`src/wlp_pkg.sv`:
```
`timescale 1ns / 1ps
// ----------------------------------------------------------------------------
// wlp_pkg: shared types and codes
// Opcodes, register indexes and the queue entry for the windowed projection.
// ----------------------------------------------------------------------------
package wlp_pkg;

  typedef enum logic [1:0] {
    OP_COEF  = 2'd0,
    OP_FEAT  = 2'd1,
    OP_START = 2'd2,
    OP_NONE  = 2'd3
  } opcode_e;

  localparam logic [0:0] REG_NUM_CEPS     = 1'b0;
  localparam logic [0:0] REG_WINDOW_WIDTH = 1'b1;

  // A request handed from the front to the back: a coefficient write or a
  // projection trigger. Feature elements stay in the front.
  typedef enum logic [0:0] {
    CMD_COEF = 1'b0,
    CMD_PROJ = 1'b1
  } cmd_e;

  typedef struct packed {
    cmd_e        cmd;
    logic [13:0] coef_addr;
    logic [15:0] coef_value;
    logic [3:0]  head;
    logic [5:0]  nc;
    logic [4:0]  ww;
  } cmd_t;

  typedef enum logic [1:0] {
    BK_IDLE,
    BK_MAC,
    BK_DRAIN,
    BK_OUT
  } back_state_e;

endpackage

```
`src/wlp_queue.sv`:
```
`timescale 1ns / 1ps
// ----------------------------------------------------------------------------
// wlp_queue: request queue
// Four-entry queue between the front and back parts.
// ----------------------------------------------------------------------------
module wlp_queue (
  input  logic          clk_i,
  input  logic          rst_ni,
  input  logic          push_i,
  input  wlp_pkg::cmd_t data_i,
  output logic          full_o,
  input  logic          pop_i,
  output logic          empty_o,
  output wlp_pkg::cmd_t data_o
);

  wlp_pkg::cmd_t mem_q [4];
  logic [1:0] wp_q, rp_q;
  logic [2:0] cnt_q;

  assign full_o  = (cnt_q == 3'd4);
  assign empty_o = (cnt_q == 3'd0);
  assign data_o  = mem_q[rp_q];

  always_ff @(posedge clk_i) begin
    if (push_i) mem_q[wp_q] <= data_i;
  end

  always_ff @(posedge clk_i or negedge rst_ni) begin
    if (!rst_ni) begin
      wp_q <= '0;
      rp_q <= '0;
      cnt_q <= '0;
    end else begin
      if (push_i) wp_q <= wp_q + 2'd1;
      if (pop_i) rp_q <= rp_q + 2'd1;
      cnt_q <= cnt_q + {2'd0, push_i} - {2'd0, pop_i};
    end
  end

endmodule

```
`config.mk`:
```
export PLATFORM = sky130hd
export DESIGN_NAME = wlp_queue
export DESIGN_NICKNAME = d
export VERILOG_FILES = /design/src/wlp_pkg.sv /design/src/wlp_queue.sv
export SDC_FILE = /design/constraint.sdc
export NUM_CORES = 1
export LEC_CHECK = 0
export BUFFER_PORTS_ARGS = -buffer_cell sky130_fd_sc_hd__buf_4
export CORE_MARGIN = 5
export CORE_UTILIZATION = 25
export DETAILED_ROUTE_END_ITERATION = 6
export GPL_TIMING_DRIVEN = 0
export SYNTH_ARGS = -nofsm -noshare
export SYNTH_HDL_FRONTEND = slang
export SYNTH_SLANG_ARGS = --single-unit
```
`constraint.sdc`:
```
create_clock -name clk_i -period 3 [get_ports clk_i]
set_input_delay 0.45 -clock clk_i [delete_from_list [all_inputs] [get_ports clk_i]]
set_output_delay 0.45 -clock clk_i [all_outputs]
set_load 0.005 [all_outputs]
```
==> results_dict.tcl <==
set metrics [dict create \
    postCtsHoldBufs 1 \
    fin_area_mm2 0.008874 \
    dieHeight_um 177.6 \
    gp_congestion 0.6355 \
    cts-root-buf "clkbuf_16" \
    relSlewSlack_pct 55.96 \
    clkPwrFrac_pct 26.1 \
    stdcell_count 786 \
    critPathKind "reg2out" \
    power.internal_mw 6.014 \
    hold_path_class "in2reg" \
    critPathMaxFanout 10 \
    max_freq_ghz 0.4068 \
    setup_viol 0 \
    syn_area_mm2 0.007019 \
    h-tree-depth 4 \
    p_seq_share_pct 43.3 \
    finalHoldViolCount 0 \
    drc_errors 0 \
    placed_area_mm2 0.008305 \
    dp.cells 753 \
    num_rows 61 \
    power.net_switching_mw 2.338 \
    grt_pass1_wl_um 21640 \
    worst_slew_pin_slew_ps 660.6 \
    cts_made_buffers 17 \
    viasPerCell 4.027 \
    grt_use_total_pct 9.295 \
    core_area_mm2 0.02778 \
    fillerInstances 2684 \
    wl_um 14180 \
    cts_max_path_buffers 2 \
    yosysWarnings 0 \
    port_buffers 97 \
    clk_latency_ps 420 \
    cts_tree "done" \
    post_drt_wl_per_cell_um 18.03 \
    cap_viol_max_count 0 \
    synth_area_per_cell_um2 25.62 \
    clock_sinks 191 \
    area_growth_pct 26.42 \
    antenna_found_initial 0 \
    vias 3165 \
    whs_ps 225.3 \
    io_pins 98 \
    dr.pass1.iters 6 \
    antenna_cells 0 \
    cp-start-kind "register" \
    layout_common_cells "edfxtp_1 (184), buf_4 (99), mux4_2 (46), clkbuf_16 (17), dfrtp_1 (7)" \
    grt_max_degree 30 \
    die_w_um 177.6 \
    fin_nets 452 \
    min_period_ps 2458 \
    cts_resized 0 \
    start_util_pct 25.27 \
    rsz0062_at_grt "no" \
    drt-initial-drc-count 171 \
    grt_pass1_vias 3564 \
    dpl.hpwl_um 9124 \
    die_area_mm2 0.03153 \
    p_total_mw 8.353 \
    cp.arrival_ps 2010 \
    cts_setup_buffers 0 \
    p_leak_nw 3.008 \
    layout_commonest_cell "edfxtp_1" \
    required_ps 2550 \
    combPwrFrac_pct 30.6 \
    syn_inst 274 \
    syn_nets 331 \
    status "completed" \
    p_per_area_mw_per_mm2 941.3 \
    antenna_left 0 \
    swShare_pct 28.00 \
    synth_cell_types 17 \
    finClkSkew_ps 10.17 \
    peakVddDrop_uv 328.4 \
    clk_pin_slew_worst_paths_ps 70 \
    ys_seq_area_share_pct 81.21 \
    drive_gt1_share_pct 46.08 \
    cp-end-kind "output port" \
    synth_seq_cells 191 \
    drv_slew 0 \
    overflow 0 \
    fin_crit_sh_pct 81.94 \
]
cell usage after synthesis (all sizes together):
cell type    n  area share (%)
edfxtp     184              79
dfrtp        7             2.5
o21ai        1           0.071
mux4        46              15
xor2         3            0.37
nor3         1           0.071
and2         4            0.36
ha           6             1.1
and3         1           0.089
clkbuf       1           0.053
nand2        2            0.11
fa           1            0.29
inv          6            0.32
buf          9            0.98
xnor2        2            0.25
critical path, stage by stage, from the launching register on:
cell and delay [ps]:
dfrtp_1 430, buf_6 210, buf_6 230, mux4_2 560, buf_4 160
power groups by stage:
stage / clock network (mW) / logic [mW] / registers, mW
final: 2.18 / 2.56 / 3.62
after detailed placement: 0 / 2.67 / 3.69
after global routing: 2.37 / 2.82 / 3.66
after global placement: 0 / 2.56 / 3.70
after floorplan: 0 / 1.41 / 3.65
after CTS: 2.26 / 2.68 / 3.63
per-layer routing:
| metal | vias up | part of all wire, % | GRT usage, % | wire (um) |
|---|---|---|---|---|
| met4 | 0 | 0.54 | 2.514 | 76 |
| met5 | - | 0 | 0 | 0 |
| met1 | 1696 | 44 | 11.71 | 6209 |
| met2 | 65 | 51 | 15.43 | 7187 |
| met3 | 5 | 4.9 | 3.089 | 701 |
| li1 | 1399 | - | - | - |
state kept, by name, summed over array words and instances (netlist names):
name   count
cnt_q      3
mem_q    184
rp_q       2
wp_q       2
per-stage QoR:
step | setup slack, ps | setup TNS (ps) | utilization (%)
3_5_place_dp | 886.8 | 0 | 29.90
6_report | 541.9 | 0 | 31.94
5_1_grt | 372.2 | 0 | 31.94
4_1_cts | 412.3 | 0 | 31.94
2_1_floorplan | 868.8 | 0 | -
3_3_place_gp | -114.8 | -18550 | 29.59
logic make-up (layout without fill, tap and decap cells):
kind of cell    after synthesis  in the layout  synth area share [%]
flops                       191            191                 81.21
mux                          46             46                 14.76
xor+xnor                      5              5                0.6240
fa+ha+maj                     7              7                 1.355
compound gates                1              1               0.07123
simple gates                  8              8                0.6239
buf+inv                      16            150                 1.355
layout make-up:
cell class,instances,area [um2],area share [%]
Sequential cell,191,5700,64.24
Clock buffer,18,429.2,4.836
Timing Repair Buffer,102,818.3,9.222
Multi-Input combinational cell,67,1229,13.85
Inverter,6,22.52,0.2538
Tap cell,378,473.0,5.330
Buffer,10,72.57,0.8178
Clock inverter,14,128.9,1.452
final timing paths:
| path | startpoint | end | slack [ps] | cells after the start |
|---|---|---|---|---|
| setup / recovery | rp_q[0] | data_o[31] | 540 | 4 |
| hold / removal | pop_i | rp_q[0] | 230 | 2 |
| setup reg to reg | wp_q[0] | mem_q[0][26] | 1180 | 4 |
| hold reg to reg | wp_q[0] | wp_q[0] | 540 | 1 |
| max in group asynchronous | rst_ni | wp_q[0] | 2500 | 2 |
| min in group asynchronous | rst_ni | cnt_q[1] | 380 | 2 |
Note: power is estimated with default switching activity, not from simulation.
