**config.mk**
```make
export PLATFORM = sky130hd
export DESIGN_NAME = wlp_front
export DESIGN_NICKNAME = d
export VERILOG_FILES = /design/src/wlp_pkg.sv /design/src/wlp_front.sv
export SDC_FILE = /design/constraint.sdc
export NUM_CORES = 1
export LEC_CHECK = 0
export BUFFER_PORTS_ARGS = -buffer_cell sky130_fd_sc_hd__buf_2
export CORE_MARGIN = 2
export CORE_UTILIZATION = 47
export CTS_CLUSTER_DIAMETER = 150
export DETAILED_ROUTE_END_ITERATION = 8
export PLACE_DENSITY_LB_ADDON = 0.2
export SYNTH_ARGS = -nofsm -noshare
export SYNTH_HDL_FRONTEND = slang
export SYNTH_SLANG_ARGS = --single-unit
```
**constraint.sdc**
```tcl
create_clock -name clk_i -period 6.9 [get_ports clk_i]
set_input_delay 0.345 -clock clk_i [delete_from_list [all_inputs] [get_ports clk_i]]
set_output_delay 0.345 -clock clk_i [all_outputs]
set_load 0.005 [all_outputs]
```
**src/wlp_pkg.sv**
```systemverilog
`timescale 1ns / 1ps
// ----------------------------------------------------------------------------
// wlp_pkg: shared types and codes
// Opcodes, register indexes and the queue entry for the windowed projection.
// ----------------------------------------------------------------------------
package wlp_pkg;

  typedef enum logic [1:0] {
    OP_COEF  = 2'd0,
    OP_FEAT  = 2'd1,
    OP_START = 2'd2,
    OP_NONE  = 2'd3
  } opcode_e;

  localparam logic [0:0] REG_NUM_CEPS     = 1'b0;
  localparam logic [0:0] REG_WINDOW_WIDTH = 1'b1;

  // A request handed from the front to the back: a coefficient write or a
  // projection trigger. Feature elements stay in the front.
  typedef enum logic [0:0] {
    CMD_COEF = 1'b0,
    CMD_PROJ = 1'b1
  } cmd_e;

  typedef struct packed {
    cmd_e        cmd;
    logic [13:0] coef_addr;
    logic [15:0] coef_value;
    logic [3:0]  head;
    logic [5:0]  nc;
    logic [4:0]  ww;
  } cmd_t;

  typedef enum logic [1:0] {
    BK_IDLE,
    BK_MAC,
    BK_DRAIN,
    BK_OUT
  } back_state_e;

endpackage

```
**src/wlp_front.sv**
```systemverilog
`timescale 1ns / 1ps
// ----------------------------------------------------------------------------
// wlp_front: item classifier
// Tracks vector position and ring head, writes feature elements into the
// window memory and queues coefficient writes and projection requests.
// ----------------------------------------------------------------------------
module wlp_front (
  input  logic              clk_i,
  input  logic              rst_ni,
  input  logic              in_valid_i,
  output logic              in_stall_o,
  input  logic [1:0]        opcode_i,
  input  logic [8:0]        coef_row_i,
  input  logic [4:0]        coef_col_i,
  input  logic [15:0]       coef_value_i,
  input  logic [15:0]       feature_value_i,
  input  logic              restart_i,
  input  logic [5:0]        num_ceps_i,
  input  logic [4:0]        win_len_i,
  input  logic              busy_i,
  input  logic              q_full_i,
  output logic              q_push_o,
  output wlp_pkg::cmd_t     q_data_o,
  output logic              win_we_o,
  output logic [8:0]        win_addr_o,
  output logic [15:0]       win_data_o
);

  logic [4:0] elem_q, elem_d;
  logic [4:0] seen_q, seen_d;
  logic [3:0] head_q, head_d;
  logic [5:0] nc;
  logic [4:0] ww;
  logic       acc;
  logic [4:0] e_use;
  logic [3:0] h_use;
  logic [4:0] s_use;
  logic [4:0] h_next;
  logic       done;

  always_comb begin
    nc = (num_ceps_i == 6'd0) ? 6'd1 : (num_ceps_i > 6'd32) ? 6'd32 : num_ceps_i;
    ww = (win_len_i == 5'd0) ? 5'd1 :
         (win_len_i > 5'd16) ? 5'd16 : win_len_i;
  end

  // The back reads the window ring while it works, so feature elements wait
  // until it is done; other requests only need room in the queue.
  assign in_stall_o = q_full_i || (busy_i && opcode_i == wlp_pkg::OP_FEAT);
  assign acc = in_valid_i && !in_stall_o;

  always_comb begin
    elem_d = elem_q;
    seen_d = seen_q;
    head_d = head_q;
    q_push_o = 1'b0;
    q_data_o = '0;
    q_data_o.nc = nc;
    q_data_o.ww = ww;
    win_we_o = 1'b0;
    win_addr_o = '0;
    win_data_o = feature_value_i;
    e_use = elem_q;
    h_use = head_q;
    s_use = seen_q;
    h_next = '0;
    done = 1'b0;
    if ({1'b0, head_q} >= ww || {1'b0, elem_q} >= nc) begin
      e_use = '0;
      h_use = '0;
      s_use = '0;
    end
    if (restart_i) begin
      elem_d = '0;
      seen_d = '0;
      head_d = '0;
    end else if (acc) begin
      case (opcode_i)
        wlp_pkg::OP_COEF: begin
          q_push_o = 1'b1;
          q_data_o.cmd = wlp_pkg::CMD_COEF;
          q_data_o.coef_addr = {coef_row_i, coef_col_i};
          q_data_o.coef_value = coef_value_i;
        end
        wlp_pkg::OP_START: begin
          elem_d = '0;
          seen_d = '0;
          head_d = '0;
        end
        wlp_pkg::OP_FEAT: begin
          win_we_o = 1'b1;
          win_addr_o = {h_use, e_use};
          elem_d = e_use + 5'd1;
          head_d = h_use;
          seen_d = s_use;
          if ({1'b0, e_use} + 6'd1 >= nc) begin
            elem_d = '0;
            h_next = {1'b0, h_use} + 5'd1;
            head_d = (h_next >= ww) ? 4'd0 : h_next[3:0];
            if (s_use < ww) seen_d = s_use + 5'd1;
            done = (s_use + 5'd1 >= ww);
            if (done) begin
              q_push_o = 1'b1;
              q_data_o.cmd = wlp_pkg::CMD_PROJ;
              q_data_o.head = (h_next >= ww) ? 4'd0 : h_next[3:0];
            end
          end
        end
        default: begin
        end
      endcase
    end
  end

  always_ff @(posedge clk_i or negedge rst_ni) begin
    if (!rst_ni) begin
      elem_q <= '0;
      seen_q <= '0;
      head_q <= '0;
    end else begin
      elem_q <= elem_d;
      seen_q <= seen_d;
      head_q <= head_d;
    end
  end

endmodule

```
==> results.py <==
metrics = {
    "die": {
        "initial_core_util_pct": 49.02,
        "die_h_um": 71.39,
        "dieArea_um2": 5097,
        "io_pins": 139,
        "rows": 24,
        "die_w_um": 71.39,
        "fp.coreArea_um2": 4354,
    },
    "layout": {
        "fillCellCount": 401,
        "layout-drive-gt1-share_pct": 38.90,
        "final_nets": 446,
        "mostFrequentLayoutCell": "buf_2",
        "syn_to_final_growth_pct": 23.04,
        "num_antenna_cells": 0,
        "mostFrequentLayoutCells": "buf_2, ha_1, and2_1",
        "finalNonFillerCells": 399,
        "final_util_pct": 60.32,
    },
    "hold_path": {
        "hold_path.class": "in2async",
    },
    "placement": {
        "dpl.hpwl_mm": 4.799,
        "io_buffers": 106,
        "dp_cells": 394,
        "place.gp.congestion": 0.9023,
    },
    "synth": {
        "synth_warnings": 0,
        "syn_inst": 260,
        "synthArstFlopShare_pct": 100.0,
        "synth_edf_count": 0,
        "yosysUniqueCellTypes": 48,
        "syn-num-nets": 358,
        "syn_avg_cell_area_um2": 8.210,
        "synth_seq_cells": 14,
        "netlist_area_um2": 2135,
        "yosysSeqAreaShare_pct": 16.41,
        "synthFlopType": "dfrtp_1",
    },
    "power": {
        "internal_power_w": 0.0001619,
        "finalPower_w": 0.0002295,
        "p_per_area_nw_per_um2": 87.40,
        "netSwitchingPower_w": 0.00006764,
        "power_frac_seq_pct": 36.0,
        "comb_power_share_pct": 28.7,
        "switching_share_pct": 29.47,
        "power.static_leakage_nw": 1.534,
        "ir_drop_mv": 0.04681,
        "p_clk_share_pct": 35.4,
    },
    "sta": {
        "fin_tns_setup_ns": 0,
        "skew_ns": 0.003622,
        "setup_viol": 0,
        "max_slew_margin_pct": 48.12,
        "worst_pin_slew_ns": 0.7754,
        "max_freq_mhz": 214.2,
        "rsz0062_at_grt": "false",
        "slew_viol_final": 0,
        "hold_slack_ns": 0.003170,
        "timing.final.crit_share_pct": 67.67,
        "hold_viol": 0,
        "period_minus_slack_ns": 4.670,
    },
    "worst_setup_path": {
        "crit_path_start_kind": "input pin",
        "ff2ff_path_depth": 17,
        "timing_worst_setup_path_type": "in2out",
        "r2r_slack_ns": 3.11,
        "regToRegStartpoint": "elem_q[4]",
        "r2r_end": "seen_q[3]",
        "critPathMaxFanout": 11,
        "end_kind": "output pin",
        "crit_end": "q_data_o[14]",
        "cp.arrival_ns": 4.32,
        "critPathLaunch": "win_len_i[1]",
        "cp.required_ns": 6.55,
    },
    "cts": {
        "tritoncts": "yes",
        "clkSlewWorstSetupHoldPaths_ns": 0.06,
        "clock-sinks": 14,
        "cts_made_buffers": 3,
        "holdBufCountCts": 0,
        "cts_root_buf": "clkbuf_8",
        "ctsResizeCount": 0,
        "clock_latency_ns": 0.24,
        "postCtsSetupBuffers": 0,
        "clockBufferDepth": 2,
        "cts.htree.levels": 1,
    },
    "global_route": {
        "antenna_found_initial": 0,
        "grtUsageTotal_pct": 22.18,
        "grt_pass1_wl_mm": 9.135,
        "grt_max_degree": 31,
        "grt_pass1_vias": 1971,
        "globalRoute.totalOverflow": 0,
    },
    "route": {
        "wirelength_mm": 5.736,
        "routed-via-count": 2122,
        "drtAntennaViolNets": 0,
        "drt-initial-drc-count": 55,
        "wl_per_cell_um": 14.38,
        "drcViolationCount": 0,
        "dr.pass1.iters": 4,
        "vias_per_cell": 5.318,
    },
    "flow_run": {
        "drv_cap": 0,
    },
    "run_status": {
        "status": "finished, final reports clean",
    },
}
[worst min path at each step]
stage / slack (ns) / start / endpoint / cells after the start
after global placement: 0.27 / rst_ni / seen_q[0] / 1
after global routing: 0.02 / rst_ni / elem_q[2] / 1
after floorplan: 0.05 / rst_ni / elem_q[0] / 0
after CTS: 0.0007 / rst_ni / elem_q[2] / 1
after detailed placement: 0.27 / rst_ni / seen_q[0] / 1
final: 0.003 / rst_ni / elem_q[4] / 1
[worst max-delay path: stages]
cell,delay [ns]
buf_2,0.10
nor3_1,0.18
nor2_1,0.06
nor2_1,0.27
ha_1,0.29
nor2b_1,0.11
o21ai_1,0.12
a31oi_4,0.25
nand2_1,0.32
nor2_1,0.35
ha_1,0.25
xor2_1,0.27
inv_1,0.09
ha_1,0.28
a211oi_1,0.36
o2111ai_4,0.23
nand2b_4,0.23
nor2_2,0.11
buf_2,0.11
[kinds of logic (layout without fill, tap and decap cells)]
| kind of cell | count (synthesis) | in the layout | synth area share (%) |
|---|---|---|---|
| AO/OA/AOI/OAI | 45 | 45 | 18.41 |
| XOR/XNOR | 8 | 8 | 3.283 |
| adder cells (fa/ha/maj) | 33 | 33 | 19.34 |
| buffers and inverters | 49 | 136 | 12.78 |
| flip-flops | 14 | 14 | 16.41 |
| AND/OR/NAND/NOR | 111 | 111 | 29.78 |
[cells in the mapped netlist, types with 2 or more instances]
| cell type | n | area, um2 |
|---|---|---|
| a31o_1 | 2 | 17.52 |
| nor2_2 | 4 | 25.02 |
| a21oi_1 | 10 | 50.05 |
| nor2b_1 | 4 | 25.02 |
| a32o_1 | 2 | 20.02 |
| nor4_1 | 2 | 12.51 |
| inv_2 | 2 | 7.510 |
| nor2_4 | 2 | 22.52 |
| o21ai_1 | 3 | 15.01 |
| a22o_1 | 8 | 70.07 |
| nand3b_1 | 2 | 15.01 |
| xor2_1 | 5 | 43.79 |
| nand2_2 | 2 | 12.51 |
| nand2b_4 | 3 | 41.29 |
| nand4_1 | 3 | 18.77 |
| nor3_1 | 6 | 30.03 |
| nand2b_1 | 3 | 18.77 |
| dfrtp_1 | 14 | 350.3 |
| buf_4 | 16 | 120.1 |
| nor2_1 | 15 | 56.30 |
| o21ai_0 | 2 | 10.01 |
| xnor2_1 | 3 | 26.28 |
| inv_1 | 22 | 82.58 |
| and2_1 | 30 | 187.7 |
| o22ai_1 | 3 | 18.77 |
| nand2_1 | 17 | 63.81 |
| ha_1 | 33 | 412.9 |
| buf_6 | 2 | 22.52 |
| or3_1 | 2 | 12.51 |
| clkbuf_1 | 5 | 18.77 |
| a21o_1 | 3 | 22.52 |
| and3_1 | 8 | 50.05 |
| nand3_1 | 7 | 35.03 |
[power by group through the flow]
stage          clock network [W]  registers, W  logic [W]
2_1_floorplan                  0     0.0000840  0.0000455
3_3_place_gp                   0     0.0000841  0.0000647
3_5_place_dp                   0     0.0000841  0.0000658
4_1_cts                0.0000824     0.0000825  0.0000660
5_1_grt                0.0000849     0.0000825  0.0000737
6_report               0.0000812     0.0000826  0.0000658
[area by class of cell]
cell class	count	area, um2	share of cell area, %
Multi-Input combinational cell	197	1511	57.55
Timing Repair Buffer	107	538.0	20.49
Sequential cell	14	350.3	13.34
Inverter	25	106.4	4.050
Tap cell	52	65.06	2.477
Clock buffer	4	55.05	2.096
[flip-flops by register name, summed over array words and instances, names as in the netlist]
register	cells
elem_q	5
head_q	4
seen_q	5
[metrics by stage]
stage	area, um2	setup slack, ns
finish	2626	2.230
global route	2626	1.807
CTS	2619	2.245
detailed placement	2564	2.246
global placement	2564	2.315
floorplan	2135	2.957
[metal layers]
layer | vias up | GRT usage [%] | share of wire, %
met3 | 8 | 1.406 | 5.5
met5 | - | 0 | 0
li1 | 1054 | - | -
met2 | 95 | 40.43 | 51
met4 | 0 | 7.128 | 1.3
met1 | 965 | 27.74 | 42
Power figures use the tool's default switching activity.
